### config.mk
export PLATFORM = sky130hd
export DESIGN_NAME = helb_ctrl
export DESIGN_NICKNAME = d
export VERILOG_FILES = /design/src/design/helb_pkg.sv /design/src/design/helb_ctrl.sv
export SDC_FILE = /design/constraint.sdc
export NUM_CORES = 1
export LEC_CHECK = 0
export BUFFER_PORTS_ARGS = -buffer_cell sky130_fd_sc_hd__buf_2
export CAP_MARGIN = 5
export CORE_MARGIN = 10
export CORE_UTILIZATION = 42
export CTS_CLUSTER_DIAMETER = 50
export DETAILED_ROUTE_END_ITERATION = 12
export GPL_TIMING_DRIVEN = 0
export PLACE_DENSITY_LB_ADDON = 0.15
export SYNTH_ARGS = -nofsm -noshare
export SYNTH_HDL_FRONTEND = slang
export SYNTH_SLANG_ARGS = --single-unit
### constraint.sdc
create_clock -name i_clk -period 1.76 [get_ports i_clk]
set_clock_uncertainty 0.05 [all_clocks]
set_input_delay 0.352 -clock i_clk [delete_from_list [all_inputs] [get_ports i_clk]]
set_output_delay 0.352 -clock i_clk [all_outputs]
set_load 0.02 [all_outputs]
### src/design/helb_pkg.sv
// Shared types, codes and command/status structs for the line edit buffer.
`timescale 1ns / 1ps
package helb_pkg;

    localparam logic [7:0] KEY_HOME  = 8'h5B;
    localparam logic [7:0] KEY_END   = 8'h5D;
    localparam logic [7:0] KEY_UNDER = 8'h5F;

    typedef enum logic [1:0] {
        REQ_KEY   = 2'd0,
        REQ_READ  = 2'd1,
        REQ_CLEAR = 2'd2
    } t_req;

    typedef enum logic [1:0] {
        ST_DONE    = 2'd0,
        ST_FULL    = 2'd1,
        ST_IGNORED = 2'd2,
        ST_END     = 2'd3
    } t_status;

    typedef enum logic [1:0] {
        KC_HOME,
        KC_END,
        KC_TEXT,
        KC_OTHER
    } t_kclass;

    typedef enum logic [1:0] {
        LS_CURSOR,
        LS_READ,
        LS_NXT,
        LS_FREE
    } t_lsel;

    typedef enum logic [3:0] {
        S_IDLE,
        S_DEC,
        S_INS_RD,
        S_INS_LNK,
        S_INS_CUR,
        S_RD_ISSUE,
        S_RD_NEXT,
        S_RD_CHK,
        S_RD_DATA,
        S_RESP
    } t_state;

    typedef struct packed {
        logic [1:0] req_type;
        logic [7:0] key_byte;
    } t_in_item;

    typedef struct packed {
        logic [1:0] status;
        logic [7:0] out_char;
        logic       is_last;
    } t_out_item;

    // Commands from the controller to the datapath.
    typedef struct packed {
        logic    load_in;
        logic    home;
        logic    go_end;
        logic    clear;
        logic    lk_rd;
        logic    lk_wr;
        t_lsel   lk_sel;
        logic    lk_wdata_free;
        logic    ins_link;
        logic    ins_commit;
        logic    ch_wr;
        logic    ch_rd;
        logic    save_nxt;
        logic    read_adv;
        logic    res_load;
        t_status res_status;
        logic    res_data;
        logic    out_load;
    } t_cmd;

    // Status from the datapath to the controller.
    typedef struct packed {
        logic [1:0] req;
        t_kclass    kclass;
        logic       full;
        logic       nxt_zero;
        logic       out_free;
    } t_stat;

endpackage

### src/design/helb_ctrl.sv
// Controller state machine that sequences each request through the datapath.
`timescale 1ns / 1ps
module helb_ctrl (
    input  logic           i_clk,
    input  logic           i_rst_n,
    input  logic           i_in_valid,
    input  helb_pkg::t_stat i_stat,
    output helb_pkg::t_cmd  o_cmd,
    output logic           o_in_stall
);

    helb_pkg::t_state r_state;
    helb_pkg::t_state n_state;

    always_ff @(posedge i_clk) begin
        if (!i_rst_n) begin
            r_state <= helb_pkg::S_IDLE;
        end else begin
            r_state <= n_state;
        end
    end

    always_comb begin
        n_state = r_state;
        unique case (r_state)
            helb_pkg::S_IDLE: begin
                if (i_in_valid) begin
                    n_state = helb_pkg::S_DEC;
                end
            end
            helb_pkg::S_DEC: begin
                unique case (helb_pkg::t_req'(i_stat.req))
                    helb_pkg::REQ_KEY: begin
                        if (i_stat.kclass == helb_pkg::KC_TEXT && !i_stat.full) begin
                            n_state = helb_pkg::S_INS_RD;
                        end else begin
                            n_state = helb_pkg::S_RESP;
                        end
                    end
                    helb_pkg::REQ_READ: n_state = helb_pkg::S_RD_ISSUE;
                    default:            n_state = helb_pkg::S_RESP;
                endcase
            end
            helb_pkg::S_INS_RD:   n_state = helb_pkg::S_INS_LNK;
            helb_pkg::S_INS_LNK:  n_state = helb_pkg::S_INS_CUR;
            helb_pkg::S_INS_CUR:  n_state = helb_pkg::S_RESP;
            helb_pkg::S_RD_ISSUE: n_state = helb_pkg::S_RD_NEXT;
            helb_pkg::S_RD_NEXT:  n_state = helb_pkg::S_RD_CHK;
            helb_pkg::S_RD_CHK: begin
                if (i_stat.nxt_zero) begin
                    n_state = helb_pkg::S_RESP;
                end else begin
                    n_state = helb_pkg::S_RD_DATA;
                end
            end
            helb_pkg::S_RD_DATA:  n_state = helb_pkg::S_RESP;
            helb_pkg::S_RESP: begin
                if (i_stat.out_free) begin
                    n_state = helb_pkg::S_IDLE;
                end
            end
            default: n_state = helb_pkg::S_IDLE;
        endcase
    end

    always_comb begin
        o_cmd = '0;
        o_cmd.res_status = helb_pkg::ST_DONE;
        o_cmd.lk_sel = helb_pkg::LS_CURSOR;
        o_in_stall = (r_state != helb_pkg::S_IDLE);
        unique case (r_state)
            helb_pkg::S_IDLE: begin
                o_cmd.load_in = i_in_valid;
            end
            helb_pkg::S_DEC: begin
                o_cmd.res_load = 1'b1;
                o_cmd.res_status = helb_pkg::ST_IGNORED;
                unique case (helb_pkg::t_req'(i_stat.req))
                    helb_pkg::REQ_KEY: begin
                        unique case (i_stat.kclass)
                            helb_pkg::KC_HOME: begin
                                o_cmd.home = 1'b1;
                                o_cmd.res_status = helb_pkg::ST_DONE;
                            end
                            helb_pkg::KC_END: begin
                                o_cmd.go_end = 1'b1;
                                o_cmd.res_status = helb_pkg::ST_DONE;
                            end
                            helb_pkg::KC_TEXT: begin
                                if (i_stat.full) begin
                                    o_cmd.res_status = helb_pkg::ST_FULL;
                                end else begin
                                    o_cmd.res_load = 1'b0;
                                end
                            end
                            default: o_cmd.res_status = helb_pkg::ST_IGNORED;
                        endcase
                    end
                    helb_pkg::REQ_READ: o_cmd.res_load = 1'b0;
                    helb_pkg::REQ_CLEAR: begin
                        o_cmd.clear = 1'b1;
                        o_cmd.res_status = helb_pkg::ST_DONE;
                    end
                    default: o_cmd.res_status = helb_pkg::ST_IGNORED;
                endcase
            end
            helb_pkg::S_INS_RD: begin
                o_cmd.lk_rd = 1'b1;
                o_cmd.lk_sel = helb_pkg::LS_CURSOR;
                o_cmd.ch_wr = 1'b1;
            end
            helb_pkg::S_INS_LNK: begin
                o_cmd.lk_wr = 1'b1;
                o_cmd.lk_sel = helb_pkg::LS_FREE;
                o_cmd.ins_link = 1'b1;
            end
            helb_pkg::S_INS_CUR: begin
                o_cmd.lk_wr = 1'b1;
                o_cmd.lk_sel = helb_pkg::LS_CURSOR;
                o_cmd.lk_wdata_free = 1'b1;
                o_cmd.ins_commit = 1'b1;
                o_cmd.res_load = 1'b1;
                o_cmd.res_status = helb_pkg::ST_DONE;
            end
            helb_pkg::S_RD_ISSUE: begin
                o_cmd.lk_rd = 1'b1;
                o_cmd.lk_sel = helb_pkg::LS_READ;
            end
            helb_pkg::S_RD_NEXT: begin
                o_cmd.save_nxt = 1'b1;
            end
            helb_pkg::S_RD_CHK: begin
                if (i_stat.nxt_zero) begin
                    o_cmd.res_load = 1'b1;
                    o_cmd.res_status = helb_pkg::ST_END;
                end else begin
                    o_cmd.lk_rd = 1'b1;
                    o_cmd.lk_sel = helb_pkg::LS_NXT;
                    o_cmd.ch_rd = 1'b1;
                end
            end
            helb_pkg::S_RD_DATA: begin
                o_cmd.res_load = 1'b1;
                o_cmd.res_status = helb_pkg::ST_DONE;
                o_cmd.res_data = 1'b1;
                o_cmd.read_adv = 1'b1;
            end
            helb_pkg::S_RESP: begin
                o_cmd.out_load = i_stat.out_free;
            end
            default: o_cmd = '0;
        endcase
    end

endmodule

==> impl_metrics.toml, run 1 <==
[placement]
gp_congestion = 0.865
port-buffer-count = 30
place_area_um2 = 736
dp_hpwl_um = 1380

[synthesis]
yosys_register_bits = 4
avgSynthCellArea_um2 = 6.65
seq_area_frac_synth_pct = 14.5
synth_cell_type_count = 31
syn_nets = 93
synth-edff-count = 0
netlist_area_um2 = 552
async_reset_ff_share_pct = 0
yosysWarnings = 0
syn_inst = 83
synth_ff_type = "dfxtp_1"

[run]
cap_violations = 0

[detailed_routing]
drtIter0Drc = 23
postRouteAntennaNets = 0
via_per_inst = 5.78
first_pass_iters = 4
routed_wl_um = 2190
vias = 797
drc = 0
wl_per_cell_um = 15.9

[cts]
root_buffer = "clkbuf_4"
cts_buffer_depth = 2
cts_sinks = 4
numCtsBuffers = 3
cts_tree = "built"
path_clk_slew_ps = 50
clk_latency_ps = 260
htree_levels = 1

[grt]
top_usage_layer = "met2"
met3_usage_pct = 4.79
grt_pass1_vias = 773
grt_pass1_wl_um = 3150
antenna_found_initial = 0
overflow = 0
grtUsageMet2_pct = 21.4
grt_max_degree = 11
use_met1_pct = 11.2
grtUsageTotal_pct = 11.7

[sta]
post-route-period-util_pct = 114
setup_violations = 6
layout_min_cycle_time_ps = 2000
rsz0062_at_grt = "true"
worst_slew_pin_slew_ps = 524
final-hold-violation-count = 0
finalMaxSlewViolations = 0
fin_ws_ps = -245
max_freq_mhz = 499
slew_headroom_pct = 65.0
hold_slack_ps = 325
tns_ps = -804

[floorplanning]
die_w_um = 56.2
row_count = 13
core_area_mm2 = 0.00127
die_area_mm2 = 0.00316
die-height_um = 56.2
io_pins = 31
start_util_pct = 43.5

[worst_setup_path]
worst_path_max_delay_cell = "or4b_4"
end_kind = "primary output"
cp.arrival_ps = 1600
path_buf_inv = 1
cp-start-kind = "flop"
cp.required_ps = 1360
cp_top_family = "simple AND/OR/NAND/NOR gates"
slowest_delay_ps = 550
crit_chain = "or4b_4 -> nor3_4 -> a21oi_2 -> nand2_1 -> buf_6"
crit_fanout = 2
timing.setup.critical_path_class = "reg -> out"

[power_and_ir_drop]
pwr-share-clk_pct = 16.7
switching_share_pct = 45.1
power_frac_seq_pct = 16.6
p_comb_share_pct = 66.7
p_per_area_mw_per_mm2 = 808
switchingPower_uw = 356
peakVddDrop_mv = 0.539
p_leak_nw = 0.457
internal_power_uw = 432

[cells_and_area]
fin_area_um2 = 976
top_register = "r_state"
fillers = 91
reg_top3 = "r_state (4)"
final_common_cell = "buf_2"
nNetsFinal = 135
drive_gt1_share_pct = 61.0
diodes = 0
final_cell_mix = "buf_2, buf_4, nor2_1"
largest_reg_flops = 4
syn_to_final_growth_pct = 76.9

[min_path]
worstHoldPathType = "in -> reg"

[outcome]
violations = "setup timing"
status = "finished, violations left"
[what timing repair did]
action,in CTS,in global routing
pin swaps,3,7
endpoints found under the setup margin,13,16
gates resized for setup,15,39
gates cloned,0,0
setup buffers,6,5
hold buffers,0,0
[per-layer routing]
metal	share of wire (%)	vias to the layer above
met1	40	377
met4	1.0	0
li1	-	376
met5	0	-
met3	8.5	3
met2	50	41
[cell usage after synthesis, drive strengths merged, types with 2 or more instances]
master  count  share of area [%]
buf         7                8.4
inv         3                2.0
nor2       11                7.5
nor2b       3                3.4
nand2b      4                4.5
a31oi       2                2.3
nor3b       3                4.1
dfxtp       4                 15
a21oi       6                5.4
nand3       2                1.8
nor3       10                 10
o21ai       4                3.6
or4bb       2                4.1
nand2       8                5.4
[power by group through the flow]
stage	combinational, mW	sequential [mW]	clock (mW)
3_3_place_gp	0.370	0.121	0
3_5_place_dp	0.376	0.121	0
4_1_cts	0.470	0.126	0.128
6_report	0.525	0.131	0.132
5_1_grt	0.559	0.134	0.139
2_1_floorplan	0.275	0.116	0
[final cells by class]
type / count / area, um^2 / area share, %
Multi-Input combinational cell: 68 / 518 / 53.1
Timing Repair Buffer: 38 / 240 / 24.6
Clock buffer: 3 / 22.5 / 2.31
Tap cell: 15 / 18.8 / 1.92
Sequential cell: 4 / 90.1 / 9.23
Buffer: 7 / 75.1 / 7.69
Inverter: 3 / 11.3 / 1.15
[kinds of logic after synthesis]
group                  count (synthesis)  synth area share, %
AND/OR/NAND/NOR                       49                 51.0
multiplexers                           1                 1.81
AO/OA/AOI/OAI                         17                 20.0
XOR/XNOR                               1                 1.59
buffers and inverters                 11                 11.1
flip-flops                             4                 14.5
[metrics by stage]
step	std cells	setup WS [ps]	total power, mW	util, %
floorplan	83	21.4	0.392	-
global placement	128	-90.0	0.491	58.0
detailed placement	128	-104	0.497	58.0
CTS	136	-234	0.724	65.6
global route	138	-290	0.832	76.9
finish	138	-245	0.788	76.9
[worst paths after layout]
check	start	to	slack [ps]	cells after the start
worst min-delay path	i_rst_n	r_state[1]	330	2
worst max register to register	r_state[2]	r_state[3]	100	6
worst max-delay path	r_state[2]	o_cmd[4]	-240	5
worst min register to register	r_state[3]	r_state[2]	650	3
(Power assumes the default switching activity.)
==> run 2, diff against run 1 <==
- CORE_AREA: default -> 10 10 47 49
- CORE_MARGIN: 10 -> default
- CORE_UTILIZATION: 42 -> default
- CTS_BUF_LIST: default -> sky130_fd_sc_hd__clkbuf_8
- DIE_AREA: default -> 0 0 57 59
- RECOVER_POWER: default -> 100
==> impl_metrics.toml, run 2 (same netlist as run 1, synthesis figures left out) <==
[power_and_ir_drop]
switchingPower_uw = 337
p_leak_nw = 0.471
internal_power_uw = 484
p_per_area_mw_per_mm2 = 786
power_uw = 821
switching_share_pct = 41.1
power_frac_seq_pct = 16.0
p_comb_share_pct = 61.3
pwr-share-clk_pct = 22.6
peakVddDrop_mv = 1.01

[detailed_routing]
drc = 0
vias = 756
via_per_inst = 5.48
wl_per_cell_um = 15.4
postRouteAntennaNets = 0
routed_wl_um = 2130
drtIter0Drc = 6
first_pass_iters = 4

[sta]
worst_slew_pin_slew_ps = 536
max_freq_mhz = 518
finalMaxSlewViolations = 0
slew_headroom_pct = 64.2
setup_violations = 6
layout_min_cycle_time_ps = 1930
final-hold-violation-count = 0
rsz0062_at_grt = "true"
post-route-period-util_pct = 110
fin_ws_ps = -171
tns_ps = -643

[worst_setup_path]
cp-start-kind = "flop"
startpoint = "r_state[3]"
cp.required_ps = 1360
slowest_delay_ps = 570
worst_path_max_delay_cell = "or4b_4"
crit_end = "o_cmd[4]"
end_kind = "primary output"
cp.arrival_ps = 1530
timing.rr.end = "r_state[0]"
crit_fanout = 5
reg2reg_depth = 5
rrSetupSlack_ps = 260
r2r-start = "r_state[3]"
timing.setup.critical_path_class = "reg -> out"
crit_chain = "or4b_4 -> nor3_4 -> a21oi_2 -> nand2_1 -> buf_6"

[grt]
grt_max_degree = 11
grt_pass1_vias = 728
overflow = 0
grt_pass1_wl_um = 3140
grtUsageTotal_pct = 11.0
antenna_found_initial = 0

[placement]
gp_congestion = 0.838
port-buffer-count = 30
pre_cts_ws_ps = -137
dp_hpwl_um = 1470

[floorplanning]
die-height_um = 59
row_count = 14
die_w_um = 57
die_area_mm2 = 0.00336
io_pins = 31
core_area_mm2 = 0.00140
start_util_pct = 39.4

[outcome]
status = "finished, violations left"
violations = "setup timing"

[cells_and_area]
largest_reg_flops = 4
reg_top3 = "r_state (4)"
nNetsFinal = 134
seq_area_um2 = 87.6
diodes = 0
top_register = "r_state"
drive_gt1_share_pct = 62.3
fillers = 98
final_cell_mix = "buf_2, buf_4, buf_6"
multi_input_area_um2 = 541
final_common_cell = "buf_2"
final_util_pct = 74.6
syn_to_final_growth_pct = 89.3

[min_path]
worstHoldPathType = "in -> reg"
holdPathStages = 2

[cts]
path_clk_slew_ps = 30
root_buffer = "clkbuf_8"
clk_latency_ps = 210
cts_buffer_depth = 2
cts_tree = "built"
htree_levels = 1
cts_sinks = 4
numCtsBuffers = 3

[run]
cap_violations = 0
## run 2: cell types whose count changed in the layout (fill, tap and decap cells not counted), sizes merged
cell / before / now
clkbuf: 4 / 6
buf: 44 / 41
## run 2: power groups by stage
stage | clock (mW) | combinational [mW] | sequential (mW)
2_1_floorplan | 0 | 0.275 | 0.116
3_3_place_gp | 0 | 0.374 | 0.120
3_5_place_dp | 0 | 0.379 | 0.120
4_1_cts | 0.191 | 0.448 | 0.128
5_1_grt | 0.201 | 0.542 | 0.134
6_report | 0.186 | 0.503 | 0.132
## run 2: worst min path at each step
stage | from | endpoint | slack [ps]
2_1_floorplan | i_rst_n | r_state[1] | 420
3_3_place_gp | i_rst_n | r_state[1] | 590
3_5_place_dp | i_rst_n | r_state[1] | 590
4_1_cts | i_rst_n | r_state[1] | 370
5_1_grt | i_rst_n | r_state[1] | 370
6_report | i_rst_n | r_state[1] | 370
## run 2: worst max-delay path: cells and delay by family (launching register included)
family | cells | cell delay, ps
compound gates | 1 | 60
flops | 1 | 340
buf+inv | 1 | 120
simple gates | 3 | 800
## run 2: what timing repair did
item	4_1_cts	5_1_grt
endpoints found under the hold margin	0	0
setup endpoints to repair	11	12
hold buffers	0	0
pin swaps	5	4
gates cloned	0	1
resized for setup	24	30
buffers inserted	3	3
## run 2: routing by layer
layer	track usage (%)	part of all wire (%)
met5	0	0
met4	1.01	3.0
met3	4.94	6.4
met2	19.1	47
met1	12.7	44
## run 2: final cells by class
| cell class | count | share of cell area, % |
|---|---|---|
| Clock buffer | 3 | 3.95 |
| Timing Repair Buffer | 37 | 26.0 |
| Tap cell | 16 | 1.92 |
| Inverter | 3 | 1.08 |
| Buffer | 7 | 6.95 |
| Multi-Input combinational cell | 68 | 51.7 |
| Sequential cell | 4 | 8.38 |
## run 2: per-stage QoR
stage                     cells  hold slack (ps)  area [um^2]
final                       138              374         1040
after global routing        138              370         1040
after CTS                   134              370          862
after detailed placement    129              589          737
after global placement      129              586          737
after floorplan              83              420          567
==> run 3, diff against run 2 <==
- SETUP_SLACK_MARGIN: default -> 0.4
- clock period: 1.76 -> 2.1 ns (I/O delays scaled with it)
==> impl_metrics.toml, run 3 (same netlist as run 1, synthesis figures left out) <==
[cells_and_area]
diodes = 0
final_cell_mix = "buf_6, buf_4, buf_2"
final_util_pct = 83.2
syn_to_final_growth_pct = 111
top_register = "r_state"
largest_reg_flops = 4
nNetsFinal = 138
reg_top3 = "r_state (4)"
fin_area_mm2 = 0.00117
drive_gt1_share_pct = 65.9
final_cells = 142

[grt]
grtUsageTotal_pct = 14.2
antenna_found_initial = 0
overflow = 0
grt_pass1_vias = 864
grt_pass1_wl_um = 4000
grt_max_degree = 11

[placement]
dp_hpwl_um = 1460
place_area_um2 = 761
dp.cells = 129
gp_congestion = 0.836
port-buffer-count = 30
pre_cts_ws_ps = 142

[cts]
cts_sinks = 4
cts_buffer_depth = 2
root_buffer = "clkbuf_8"
htree_levels = 1
numCtsBuffers = 3
cts_tree = "built"
clk_latency_ps = 210
path_clk_slew_ps = 30

[sta]
max_freq_mhz = 472
setup_violations = 1
post-route-period-util_pct = 101
layout_min_cycle_time_ps = 2120
finalMaxSlewViolations = 0
hold_slack_ps = 452
slew_headroom_pct = 67.7
worst_slew_pin_slew_ps = 479
rsz0062_at_grt = "true"
fin_ws_ps = -19.9
final-hold-violation-count = 0

[detailed_routing]
first_pass_iters = 4
postRouteAntennaNets = 0
wl_per_cell_um = 19.5
vias = 846
drc = 0
routed_wl_um = 2780
drtIter0Drc = 32
via_per_inst = 5.96

[floorplanning]
die_w_um = 57
io_pins = 31
die-height_um = 59
start_util_pct = 39.4
die_area_mm2 = 0.00336
row_count = 14
core_area_mm2 = 0.00140

[power_and_ir_drop]
p_per_area_mw_per_mm2 = 736
peakVddDrop_mv = 0.790
p_leak_nw = 0.491

[run]
cap_violations = 0

[outcome]
status = "finished, violations left"
violations = "setup timing"

[worst_setup_path]
slowest_delay_ps = 530
crit_fanout = 3
end_kind = "primary output"
cp.arrival_ps = 1650
cp-start-kind = "flop"
cp.required_ps = 1630
worst_path_max_delay_cell = "or4bb_1"
timing.setup.critical_path_class = "reg -> out"
crit_top_cell = "buf_6"
crit_chain = "buf_6 -> buf_6 -> or4bb_1 -> o211ai_2 -> a21oi_2 -> nand2_2 -> buf_6"

[min_path]
worstHoldPathType = "in -> reg"
==> run 3: area by class of cell <==
type / instances / area, um^2
multi-input combinational: 68 / 592
clock buffer: 3 / 41.3
inverter: 3 / 11.3
tap: 16 / 20.0
fill: 87 / 235
buffer: 8 / 103
timing repair buffer: 40 / 309
sequential: 4 / 90.1
==> run 3: power breakdown <==
part	switching [mW]	internal (mW)	leakage (nW)
registers	0.0193	0.0913	0.0349
logic	0.289	0.301	0.435
clock network	0.0361	0.122	0.0216
==> run 3: stage by stage <==
step                total power, mW  setup TNS [ps]
finish                        0.858           -19.9
detailed placement            0.428               0
floorplan                     0.336               0
global route                  0.902           -62.3
global placement              0.423               0
CTS                           0.741           -9.77
==> run 3: worst paths after layout <==
| kind | startpoint | endpoint | slack (ps) | cells after the start |
|---|---|---|---|---|
| worst max-delay path | r_state[3] | o_cmd[4] | -20 | 7 |
| worst min-delay path | i_rst_n | r_state[1] | 450 | 2 |
| worst max register to register | r_state[3] | r_state[3] | 340 | 8 |
| worst min register to register | r_state[0] | r_state[3] | 700 | 3 |
==> run 3: critical path: cells and delay by family, from the launching register on <==
family | cells | cell delay [ps]
simple gates | 2 | 590
buf+inv | 3 | 340
flops | 1 | 310
compound gates | 2 | 190
==> run 3: per-layer routing <==
metal	vias up	wire length, um	GRT usage, %
met5	-	0	0
met2	58	1450	24.2
met3	12	194	6.44
li1	380	-	-
met1	396	1030	14.7
met4	0	99	6.38
==> run 3: repair_timing <==
item	4_1_cts	5_1_grt
setup buffers	6	4
pin swaps	5	8
gates resized for setup	51	36
hold buffers	0	0
endpoints found under the setup margin	19	21
